<file path="src/rtbfs_pkg.sv">
// Shared types and constants for the radio tuning band filter select block.
// Depends on nothing; imported by the front, queue, back and top-level modules.
package rtbfs_pkg;

	localparam int FREQ_W   = 28;           // signed input frequency in hertz
	localparam int MAG_W    = FREQ_W - 1;   // magnitude of a non-negative frequency
	localparam int DIV_W    = 28;           // divisor width, covers 200 MHz plus offset
	localparam int OFFS_W   = 21;
	localparam int MASK_W   = 48;
	localparam int BPF_W    = 6;
	localparam int BYTE_W   = 8;
	localparam int AMP_W    = 3;
	localparam int Q_DEPTH  = 2;
	localparam int Q_PTR_W  = 1;
	localparam int Q_CNT_W  = 2;

	localparam logic [DIV_W-1:0]  CLOCK_HZ   = 28'd200000000;
	localparam logic [MASK_W-1:0] SPUR_RESET = 48'hFFFF_0000_0000;
	localparam logic [BPF_W-1:0]  BPF_RESET  = 6'h20;

	// Configuration register indexes; each register sits at byte address 8*index.
	localparam logic [2:0] REG_FRONT  = 3'd0;
	localparam logic [2:0] REG_AMP    = 3'd1;
	localparam logic [2:0] REG_OFFSET = 3'd2;
	localparam logic [2:0] REG_SPUREN = 3'd3;
	localparam logic [2:0] REG_SPUR   = 3'd4;

	// One classified item on its way from the front to the divider.
	typedef struct packed {
		logic [BPF_W-1:0]  bpf;
		logic [BYTE_W-1:0] filt;
		logic [BYTE_W-1:0] lowpass;
		logic [AMP_W-1:0]  amp;
		logic [MAG_W-1:0]  freq;
		logic              zero;    // negative or zero frequency: tuning word is zero
	} item_t;

endpackage

</file>
<file path="src/rtbfs_front.sv">
// Front part: accepts frequencies, walks the filter ladders and keeps the shadow copies.
// Depends on rtbfs_pkg for field widths and the queue item type.
module rtbfs_front (
	input  logic                        clk,
	input  logic                        arst_n,
	input  logic                        push,
	output logic                        full,
	input  logic signed [rtbfs_pkg::FREQ_W-1:0] freq_hz,
	input  logic                        front_end_fitted,
	input  logic                        amplifier_fitted,
	output logic                        q_wr,
	output rtbfs_pkg::item_t            q_data,
	input  logic                        q_full
);
	import rtbfs_pkg::*;

	localparam logic [MAG_W-1:0] T_2M5  = 27'd2500000;
	localparam logic [MAG_W-1:0] T_4M   = 27'd4000000;
	localparam logic [MAG_W-1:0] T_6M   = 27'd6000000;
	localparam logic [MAG_W-1:0] T_7M3  = 27'd7300000;
	localparam logic [MAG_W-1:0] T_12M  = 27'd12000000;
	localparam logic [MAG_W-1:0] T_14M5 = 27'd14500000;
	localparam logic [MAG_W-1:0] T_21M5 = 27'd21500000;
	localparam logic [MAG_W-1:0] T_24M  = 27'd24000000;
	localparam logic [MAG_W-1:0] T_30M  = 27'd30000000;
	localparam logic [MAG_W-1:0] T_36M  = 27'd36000000;
	localparam logic [MAG_W-1:0] T_65M  = 27'd65000000;

	logic [BPF_W-1:0]  bpf_q, bpf_n;
	logic [BYTE_W-1:0] filt_q, filt_n, lp_q, lp_n, keep;
	logic [AMP_W-1:0]  amp_q, amp_n;
	logic [1:0]        low2;
	logic              neg;
	logic [MAG_W-1:0]  f;

	assign neg  = freq_hz[FREQ_W-1];
	assign f    = freq_hz[MAG_W-1:0];
	assign full = q_full;
	assign q_wr = push && !q_full;

	always_comb begin
		bpf_n  = bpf_q;
		filt_n = filt_q;
		lp_n   = lp_q;
		amp_n  = amp_q;
		keep   = {6'b0, filt_q[1:0]};
		low2   = 2'b00;
		if (front_end_fitted) begin
			// Above 65 MHz the band-pass bits keep their previous value.
			if (neg)             filt_n = keep;
			else if (f < T_2M5)  filt_n = keep | 8'h80;
			else if (f < T_6M)   filt_n = keep | 8'h40;
			else if (f < T_12M)  filt_n = keep | 8'h10;
			else if (f < T_24M)  filt_n = keep | 8'h20;
			else if (f < T_36M)  filt_n = keep | 8'h08;
			else if (f <= T_65M) filt_n = keep | 8'h04;

			lp_n = 8'h00;
			if (neg)             lp_n = 8'h00;
			else if (f < T_2M5)  low2 = 2'b10;
			else if (f < T_4M)   lp_n = 8'h80;
			else if (f < T_6M)   lp_n = 8'h04;
			else if (f < T_7M3)  lp_n = 8'h20;
			else if (f < T_12M)  lp_n = 8'h10;
			else if (f < T_14M5) lp_n = 8'h08;
			else if (f < T_21M5) low2 = 2'b01;
			else if (f < T_30M)  lp_n = 8'h40;
			else if (f < T_65M)  lp_n = 8'h02;
			else                 lp_n = 8'h01;
			filt_n = {filt_n[7:2], low2};

			if (amplifier_fitted) begin
				if (neg || f > T_30M) amp_n = 3'd0;
				else if (f < T_2M5)   amp_n = 3'd6;
				else if (f < T_4M)    amp_n = 3'd5;
				else if (f < T_7M3)   amp_n = 3'd4;
				else if (f < T_14M5)  amp_n = 3'd3;
				else if (f < T_21M5)  amp_n = 3'd2;
				else                  amp_n = 3'd1;
			end
		end else begin
			if (neg)             bpf_n = 6'h00;
			else if (f < T_2M5)  bpf_n = 6'h01;
			else if (f < T_6M)   bpf_n = 6'h02;
			else if (f < T_12M)  bpf_n = 6'h08;
			else if (f < T_24M)  bpf_n = 6'h04;
			else if (f < T_36M)  bpf_n = 6'h10;
			else if (f <= T_65M) bpf_n = 6'h20;
		end
	end

	always_ff @(posedge clk or negedge arst_n) begin
		if (!arst_n) begin
			bpf_q  <= BPF_RESET;
			filt_q <= '0;
			lp_q   <= '0;
			amp_q  <= '0;
		end else if (q_wr) begin
			bpf_q  <= bpf_n;
			filt_q <= filt_n;
			lp_q   <= lp_n;
			amp_q  <= amp_n;
		end
	end

	always_comb begin
		q_data.bpf     = bpf_n;
		q_data.filt    = filt_n;
		q_data.lowpass = lp_n;
		q_data.amp     = amp_n;
		q_data.freq    = f;
		q_data.zero    = neg || (f == '0);
	end

endmodule

</file>
<file path="src/rtbfs_queue.sv">
// Short queue between the classifying front and the dividing back.
// Depends on rtbfs_pkg for the item type and the queue depth.
module rtbfs_queue (
	input  logic             clk,
	input  logic             arst_n,
	input  logic             wr_en,
	input  rtbfs_pkg::item_t wr_data,
	output logic             full,
	input  logic             rd_en,
	output rtbfs_pkg::item_t rd_data,
	output logic             not_empty
);
	import rtbfs_pkg::*;

	item_t               slot_q [Q_DEPTH];
	logic [Q_PTR_W-1:0]  wr_ptr_q, rd_ptr_q;
	logic [Q_CNT_W-1:0]  cnt_q;
	logic                do_rd;

	assign full      = (cnt_q == Q_CNT_W'(Q_DEPTH));
	assign not_empty = (cnt_q != '0);
	assign do_rd     = rd_en && not_empty;
	assign rd_data   = slot_q[rd_ptr_q];

	always_ff @(posedge clk or negedge arst_n) begin
		if (!arst_n) begin
			wr_ptr_q <= '0;
			rd_ptr_q <= '0;
			cnt_q    <= '0;
		end else begin
			if (wr_en)
				wr_ptr_q <= wr_ptr_q + 1'b1;
			if (do_rd)
				rd_ptr_q <= rd_ptr_q + 1'b1;
			if (wr_en && !do_rd)
				cnt_q <= cnt_q + 1'b1;
			else if (do_rd && !wr_en)
				cnt_q <= cnt_q - 1'b1;
		end
	end

	always_ff @(posedge clk) begin
		if (wr_en)
			slot_q[wr_ptr_q] <= wr_data;
	end

endmodule

</file>
<file path="src/rtbfs_back.sv">
// Back part: bit-serial restoring divider for the tuning word and the result register.
// Depends on rtbfs_pkg for the item type and field widths.
module rtbfs_back #(
	parameter int WORD_BITS = 48
) (
	input  logic                             clk,
	input  logic                             arst_n,
	input  logic                             item_vld,
	input  rtbfs_pkg::item_t                 item,
	output logic                             item_pop,
	input  logic [rtbfs_pkg::DIV_W-1:0]      divisor,
	input  logic                             mask_en,
	input  logic [rtbfs_pkg::MASK_W-1:0]     mask,
	input  logic                             pop,
	output logic                             empty,
	output logic [rtbfs_pkg::BPF_W-1:0]      basic_bpf_bits,
	output logic [rtbfs_pkg::BYTE_W-1:0]     front_filter_byte,
	output logic [rtbfs_pkg::BYTE_W-1:0]     front_lowpass_byte,
	output logic [rtbfs_pkg::AMP_W-1:0]      amp_filter_code,
	output logic [WORD_BITS-1:0]             tuning_word
);
	import rtbfs_pkg::*;

	localparam int CNT_W = $clog2(WORD_BITS + 1);
	localparam logic [1:0] ST_IDLE = 2'd0;
	localparam logic [1:0] ST_RUN  = 2'd1;
	localparam logic [1:0] ST_DONE = 2'd2;

	logic [1:0]           state_q;
	logic [CNT_W-1:0]     cnt_q;
	logic [DIV_W-1:0]     rem_q;
	logic [WORD_BITS-1:0] low_q, quo_q;
	item_t                hold_q;
	logic                 out_vld_q, load;
	logic [DIV_W:0]       trial;
	logic                 fits;
	logic [DIV_W-1:0]     start_rem;
	logic [WORD_BITS-1:0] start_low;

	// The dividend f*(2^W-1) is split as (f-1)*2^W + (2^W-f); since f is below the
	// divisor, f-1 is already the partial remainder and only W quotient bits remain.
	assign start_rem = item.zero ? '0 : (DIV_W'(item.freq) - 1'b1);
	assign start_low = item.zero ? '0 : ('0 - WORD_BITS'(item.freq));

	assign trial = {rem_q, low_q[WORD_BITS-1]};
	assign fits  = (trial >= {1'b0, divisor});

	assign item_pop = (state_q == ST_IDLE) && item_vld;
	assign load     = (state_q == ST_DONE) && (!out_vld_q || pop);
	assign empty    = !out_vld_q;

	always_ff @(posedge clk or negedge arst_n) begin
		if (!arst_n) begin
			state_q   <= ST_IDLE;
			cnt_q     <= '0;
			out_vld_q <= 1'b0;
		end else begin
			case (state_q)
				ST_IDLE: begin
					if (item_vld) begin
						state_q <= ST_RUN;
						cnt_q   <= CNT_W'(WORD_BITS);
					end
				end
				ST_RUN: begin
					cnt_q <= cnt_q - 1'b1;
					if (cnt_q == CNT_W'(1))
						state_q <= ST_DONE;
				end
				ST_DONE: begin
					if (load)
						state_q <= ST_IDLE;
				end
				default: state_q <= ST_IDLE;
			endcase
			if (load)
				out_vld_q <= 1'b1;
			else if (pop)
				out_vld_q <= 1'b0;
		end
	end

	always_ff @(posedge clk) begin
		if (item_pop) begin
			hold_q <= item;
			rem_q  <= start_rem;
			low_q  <= start_low;
			quo_q  <= '0;
		end else if (state_q == ST_RUN) begin
			rem_q <= fits ? DIV_W'(trial - {1'b0, divisor}) : trial[DIV_W-1:0];
			low_q <= {low_q[WORD_BITS-2:0], 1'b0};
			quo_q <= {quo_q[WORD_BITS-2:0], fits};
		end
		if (load) begin
			basic_bpf_bits     <= hold_q.bpf;
			front_filter_byte  <= hold_q.filt;
			front_lowpass_byte <= hold_q.lowpass;
			amp_filter_code    <= hold_q.amp;
			tuning_word        <= mask_en ? (quo_q & mask[WORD_BITS-1:0]) : quo_q;
		end
	end

endmodule

</file>
<file path="src/radio_tuning_band_filter_select.sv">
// Top level of the radio tuning band filter select block: register file and wiring.
// Depends on rtbfs_pkg, rtbfs_front, rtbfs_queue and rtbfs_back.
//
//   Channel   Handshake                 Payload
//   input     push / full               freq_hz
//   result    pop / empty               basic_bpf_bits, front_filter_byte,
//                                       front_lowpass_byte, amp_filter_code, tuning_word
//   config    psel/penable/pwrite/...   five registers at byte address 8*index
//
// An item passes from the queue head through the divider's run and done states to the result
// register; the shared bit-serial divider takes no new item before then, which sets the rate.
// The front classifies and updates the filter shadows in the cycle of the transfer.
// Two items can wait in the queue while the divider works and a result waits to be popped.
// Reset clears the registers to their defaults and the shadow band-pass bits to 0x20.
module radio_tuning_band_filter_select #(
	parameter int WORD_BITS = 48
) (
	input  logic                                    clk,
	input  logic                                    arst_n,
	input  logic                                    push,
	output logic                                    full,
	input  logic signed [rtbfs_pkg::FREQ_W-1:0]     freq_hz,
	output logic                                    empty,
	input  logic                                    pop,
	output logic [rtbfs_pkg::BPF_W-1:0]             basic_bpf_bits,
	output logic [rtbfs_pkg::BYTE_W-1:0]            front_filter_byte,
	output logic [rtbfs_pkg::BYTE_W-1:0]            front_lowpass_byte,
	output logic [rtbfs_pkg::AMP_W-1:0]             amp_filter_code,
	output logic [WORD_BITS-1:0]                    tuning_word,
	input  logic                                    psel,
	input  logic                                    penable,
	input  logic                                    pwrite,
	input  logic [5:0]                              paddr,
	input  logic [63:0]                             pwdata,
	output logic [63:0]                             prdata,
	output logic                                    pready
);
	import rtbfs_pkg::*;

	logic                     front_q, amp_q, spur_en_q;
	logic signed [OFFS_W-1:0] offset_q;
	logic [MASK_W-1:0]        spur_q;
	logic                     wr;
	logic [2:0]               idx;
	logic [DIV_W-1:0]         divisor;
	logic                     q_wr, q_full, q_vld, q_pop;
	item_t                    q_in, q_out;

	assign pready = 1'b1;
	assign wr     = psel && penable && pwrite;
	assign idx    = paddr[5:3];

	always_ff @(posedge clk or negedge arst_n) begin
		if (!arst_n) begin
			front_q   <= 1'b0;
			amp_q     <= 1'b0;
			offset_q  <= '0;
			spur_en_q <= 1'b0;
			spur_q    <= SPUR_RESET;
		end else if (wr) begin
			case (idx)
				REG_FRONT:  front_q   <= pwdata[0];
				REG_AMP:    amp_q     <= pwdata[0];
				REG_OFFSET: offset_q  <= pwdata[OFFS_W-1:0];
				REG_SPUREN: spur_en_q <= pwdata[0];
				REG_SPUR:   spur_q    <= pwdata[MASK_W-1:0];
				default:    ;
			endcase
		end
	end

	always_comb begin
		case (idx)
			REG_FRONT:  prdata = {63'b0, front_q};
			REG_AMP:    prdata = {63'b0, amp_q};
			REG_OFFSET: prdata = {{(64-OFFS_W){1'b0}}, offset_q};
			REG_SPUREN: prdata = {63'b0, spur_en_q};
			REG_SPUR:   prdata = {{(64-MASK_W){1'b0}}, spur_q};
			default:    prdata = '0;
		endcase
	end

	// The 21-bit signed offset stays within -1048576 to +1048575 Hz, so the sum is always positive and fits.
	assign divisor = CLOCK_HZ + DIV_W'(offset_q);

	rtbfs_front u_front (
		.clk              (clk),
		.arst_n           (arst_n),
		.push             (push),
		.full             (full),
		.freq_hz          (freq_hz),
		.front_end_fitted (front_q),
		.amplifier_fitted (amp_q),
		.q_wr             (q_wr),
		.q_data           (q_in),
		.q_full           (q_full)
	);

	rtbfs_queue u_queue (
		.clk       (clk),
		.arst_n    (arst_n),
		.wr_en     (q_wr),
		.wr_data   (q_in),
		.full      (q_full),
		.rd_en     (q_pop),
		.rd_data   (q_out),
		.not_empty (q_vld)
	);

	rtbfs_back #(
		.WORD_BITS (WORD_BITS)
	) u_back (
		.clk                (clk),
		.arst_n             (arst_n),
		.item_vld           (q_vld),
		.item               (q_out),
		.item_pop           (q_pop),
		.divisor            (divisor),
		.mask_en            (spur_en_q),
		.mask               (spur_q),
		.pop                (pop),
		.empty              (empty),
		.basic_bpf_bits     (basic_bpf_bits),
		.front_filter_byte  (front_filter_byte),
		.front_lowpass_byte (front_lowpass_byte),
		.amp_filter_code    (amp_filter_code),
		.tuning_word        (tuning_word)
	);

endmodule

</file>
<file path="config.mk">
export PLATFORM = sky130hd
export DESIGN_NAME = radio_tuning_band_filter_select
export DESIGN_NICKNAME = d
export VERILOG_FILES = /design/src/rtbfs_pkg.sv /design/src/rtbfs_front.sv /design/src/rtbfs_queue.sv /design/src/rtbfs_back.sv /design/src/radio_tuning_band_filter_select.sv
export SDC_FILE = /design/constraint.sdc
export NUM_CORES = 1
export LEC_CHECK = 0
export ABC_AREA = 1
export BUFFER_PORTS_ARGS = -buffer_cell sky130_fd_sc_hd__buf_2
export CAP_MARGIN = 20
export CELL_PAD_IN_SITES_DETAIL_PLACEMENT = 1
export CELL_PAD_IN_SITES_GLOBAL_PLACEMENT = 1
export CORE_MARGIN = 10
export CORE_UTILIZATION = 46
export CTS_BUF_LIST = sky130_fd_sc_hd__clkbuf_4 sky130_fd_sc_hd__clkbuf_8
export DETAILED_ROUTE_END_ITERATION = 8
export GPL_ROUTABILITY_DRIVEN = 0
export HOLD_SLACK_MARGIN = 0.03
export PLACE_DENSITY_LB_ADDON = 0.1
export REMOVE_ABC_BUFFERS = 1
export SLEW_MARGIN = 30
export SYNTH_ARGS = -nofsm -noshare
export SYNTH_HDL_FRONTEND = slang
export SYNTH_SLANG_ARGS = --single-unit
</file>
<file path="constraint.sdc">
create_clock -name clk -period 4.65 [get_ports clk]
set_input_delay 0.2325 -clock clk [delete_from_list [all_inputs] [get_ports clk]]
set_output_delay 0.2325 -clock clk [all_outputs]
set_load 0.005 [all_outputs]
</file>
==> metrics.md <==
| Metric | Value |
|---|---|
| CP max-delay cell | dfrtp_1 |
| Iteration-0 DRC Markers | 1,042 |
| Number of buffers created by CTS | 76 |
| Multiplexer area fraction after synthesis | less than 1% |
| Fillcell total | approximately 5,400 |
| Initial Util | approximately 47% |
| Status | completed |
| Largest net degree at the start of global routing | 85 |
| Worst slack, placed | around 0.79 ns |
| Hold Path Class | primary input to flip-flop |
| Main combinational cell family by area after synthesis | simple AND/OR/NAND/NOR gates |
| Compound-Gate Fraction of Synth Area | 9.04% |
| Finish-stage setup viols | 0 |
| DP HPWL | approximately 43 mm |
| Die width | 234 µm |
| Startpoint types | flip-flop |
| I/O pins | approximately 250 |
| Simple-gate share of the synthesized area | a little over a fifth |
| Worst IR drop on VDD | approximately 0.00034 V |
| Final period util | a little over four fifths |
| WP buf/inv | 1 |
| Final Hold Violating Endpoints | 0 |
| Num rows | 78 |
| Post-CTS Setup Inserts | 0 |
| Req. time, crit path | 5.04 ns |
| Worst relative slew slack | a little under two fifths |
| Adder-Cell Fraction of Synth Area | under 10% |
| CP peak stage delay | 0.40 ns |
| Switching power | ~6 mW |
| Core Region | between 40,000 and 50,000 µm² |
| Routed WL per cell | around 19 µm |
| Nets@finish | 2,848 |
| Max Transition Viols Final | 0 |
| GR Util All Layers | between 20% and 30% |
| Worst-Margin Slew | ~0.92 ns |
| Largest area contributor in the netlist | edfxtp_1 |
| Commonest non-fill, non-tap cells in the layout | nand2_1 (691), inv_1 (319), edfxtp_1 (280) |
| Hold path start | penable |
| Max FO, Critical Path | 42 |
| Clk_lat worst skew | roughly 0.67 ns |
| Switch share | roughly 38% |
| Flop pwr share | between 40% and 50% |
| CTS root buffer | clkbuf_8 |
| CP cell instances | ha_1, nand2_1, nor2_1, a21oi_1, nand3_1, o21ai_0, nand2_1, nor2_1, ha_1, nand2_1, nor2_1, nor3b_1, a21oi_1, nand3_1, buf_12, nand3_1, nand3_1, nand2_1 |
| Synth Area in XOR/XNOR | under 10% |
| Port Buffers | approximately 210 |
| ANT nets after route | 0 |
| Leak Pwr | 11.5 nW |
| First-pass GRT wire length | between 90 and 100 mm |
| Number of global-route vias before repair | 18,741 |
| CTS Buffer Depth | 3 |
| DRC viols | 0 |
| Yosys cell types | 50 |
| Via density per instance | ~5.2 |
| FF/Latch Area | between 10,000 and 15,000 µm² |
| Worst setup path start | offset_q[9] |
| Sink Count | 438 |
| H-tree levels | 3 |
| Total vias in the final route | between 15,000 and 20,000 |
| Multi-input gate area | between 7000 and 8000 µm² |
| Pre-antenna DRT Iters | 5 |
| Post-Place Cells | around 3,100 |
| Top cell family by delay on the critical path | simple AND/OR/NAND/NOR gates |
| Sequential area share after synthesis | between 50% and 60% |
| Worst EP arrival | roughly 4.3 ns |
| Internal Pwr Total | about 9.4 mW |
| Met3 Use GR | under 10% |
| Most common cell after layout, fill and taps aside | nand2_1 |
| DRT Wirelength | roughly 63 mm |
| Fmax | 257 MHz |
| Final Non-Filler Cells | around 3,400 |
| Clock share of power | 23.7% |
| Synthesis Warnings | 0 |
| Clk slew on worst S/H paths | approximately 0.060 ns |
| Share of cells above drive strength 1 | between 10% and 20% |
| Die Height | 234 µm |
| Total die area | between 50,000 and 60,000 µm² |
| Tot Pwr | about 15 mW |
| Avg Inst Size Synth | 8.83 µm² |
| Final clock skew | between 0.03 and 0.04 ns |
| Setup slack after layout | 0.754 ns |
| Synth top area cells | edfxtp_1 (40%), nand2_1 (12%), dfrtp_1 (11%) |
| GRT met2 Usage | about two fifths |
| MaxCap Viol Count | 0 |
| Min cycle time layout | slightly below 4 ns |
| Comb pwr share | a little over a third |
| Yosys reg bits | between 400 and 500 |
| Critical path class | flip-flop to flip-flop |
| Grt ovf | 0 |
| EDFF count, synth | 280 |
| Met1 Track Usage GR | 27.6% |
| Area Growth Syn to Fin | 19.4% |
| Reg-to-Reg Start | offset_q[9] |
| Syn Std Cell Area | 21,200 µm² |
| Synth Instances | about 2,400 |
| Share of the synthesized area in the top cell type | between 30% and 40% |
| Pwr Density | 603 nW/µm² |
| Element type at the critical path end | flip-flop |
| Hold_ws | ~0.15 ns |
| Antenna violations before repair | 0 |
| TritonCTS clock tree | built |
| Top FF cell, synth | edfxtp_1 |
| Gr busiest metal | met2 |
| ANT cells | 0 |
| RSZ-0062 raised after global routing | false |
| Asr flop ratio synth | ~25% |
-- cells by family after synthesis --
kind of cell | after synthesis
other | 2
AND/OR/NAND/NOR | 1111
flip-flops | 438
multiplexers | 1
adder cells (fa/ha/maj) | 30
XOR/XNOR | 50
buffers and inverters | 418
AO/OA/AOI/OAI | 345
-- Yosys cell counts, types with 2 or more instances --
cell type / number
conb_1: 2
buf_2: 6
a21boi_0: 2
a31oi_1: 5
or2_2: 4
nor3b_1: 2
nor2_4: 3
dfrtp_1: 93
o21ai_2: 13
nor2_2: 4
clkinv_1: 2
buf_1: 7
nand3b_1: 4
ha_1: 29
dfstp_2: 17
and2_1: 3
o21bai_1: 6
buf_6: 6
nand4_1: 26
nor2_1: 212
nand2_2: 25
xor2_1: 32
o22ai_1: 70
a21oi_1: 102
xnor2_1: 18
dfxtp_1: 48
nand3_1: 109
buf_4: 19
nor4_1: 2
edfxtp_1: 280
nor3_1: 20
clkbuf_1: 55
nand2_1: 693
o21ai_1: 18
inv_1: 320
o21ai_0: 124
-- sequential cells by signal, summed over array words and instances (netlist names), 2 cells and up --
register,count
u_back.basic_bpf_bits,6
u_back.front_lowpass_byte,8
u_back.amp_filter_code,3
u_back.low_q,48
u_queue.slot_q,106
u_back.quo_q,48
u_front.filt_q,8
u_back.front_filter_byte,8
u_back.rem_q,28
u_back.tuning_word,48
u_back.cnt_q,6
u_queue.cnt_q,2
u_front.lp_q,8
u_front.amp_q,3
offset_q,21
u_back.state_q,2
u_front.bpf_q,6
spur_q,48
u_back.hold_q,25
-- final cells by class --
type                    instances  share of cell area (%)
multi-input cells            1556                    29.4
clock buffers                 114                    5.44
inverters                     324                    4.82
flip-flops and latches        438                    48.1
repair buffers                317                    8.58
clock inverters                24                   0.694
well taps                     600                    2.97
-- timing repair --
action                                 in CTS  in global routing
gates resized for setup                     0                  0
hold buffers                               90                  0
endpoints found under the hold margin     180                  0
-- metal layers --
metal  share of wire [%]  up-vias
met5                   0        -
met4                 2.9        0
met3                 4.4      112
met2                  51      385
met1                  42     8752
li1                    -     8406
-- worst register-to-register path, cell delays in order, from the launching register on --
cell and delay [ns]:
dfrtp_1 0.40, ha_1 0.23, nand2_1 0.08, nor2_1 0.06, a21oi_1 0.24, nand3_1 0.16, o21ai_0 0.28, nand2_1 0.09
nor2_1 0.16, ha_1 0.24, nand2_1 0.13, nor2_1 0.22, nor3b_1 0.29, a21oi_1 0.11, nand3_1 0.37, buf_12 0.27
nand3_1 0.14, nand3_1 0.10, nand2_1 0.07
-- power by group through the flow --
| stage | Sequential, mW | Clock, mW | Combinational [mW] |
|---|---|---|---|
| after floorplan | 6.13 | 0 | 3.71 |
| after global placement | 6.18 | 0 | 5.09 |
| after detailed placement | 6.23 | 0 | 5.37 |
| after CTS | 6.16 | 3.70 | 5.49 |
| after global routing | 6.27 | 3.88 | 6.20 |
| final | 6.17 | 3.60 | 5.46 |
-- stage by stage --
stage / area (µm²) / utilization, % / TNS (ns)
floorplan: 20700 / - / -363.37
global placement: 22700 / 50.1 / 0
detailed placement: 22800 / 50.3 / 0
CTS: 25300 / 55.7 / 0
global route: 25300 / 55.7 / 0
finish: 25300 / 55.7 / 0
-- worst paths after layout --
| check | endpoint | slack [ns] | depth (start not counted) |
|---|---|---|---|
| worst min-delay path | spur_q[46] | 0.15 | 4 |
| min in group asynchronous | offset_q[1] | 0.17 | 2 |
| worst min register to register | u_back.front_lowpass_byte[4] | 0.41 | 0 |
| worst max-delay path | u_back.rem_q[22] | 0.75 | 18 |
| worst max register to register | u_back.rem_q[22] | 0.75 | 18 |
| max in group asynchronous | offset_q[20] | 3.35 | 3 |
Power figures use the tool's default switching activity.
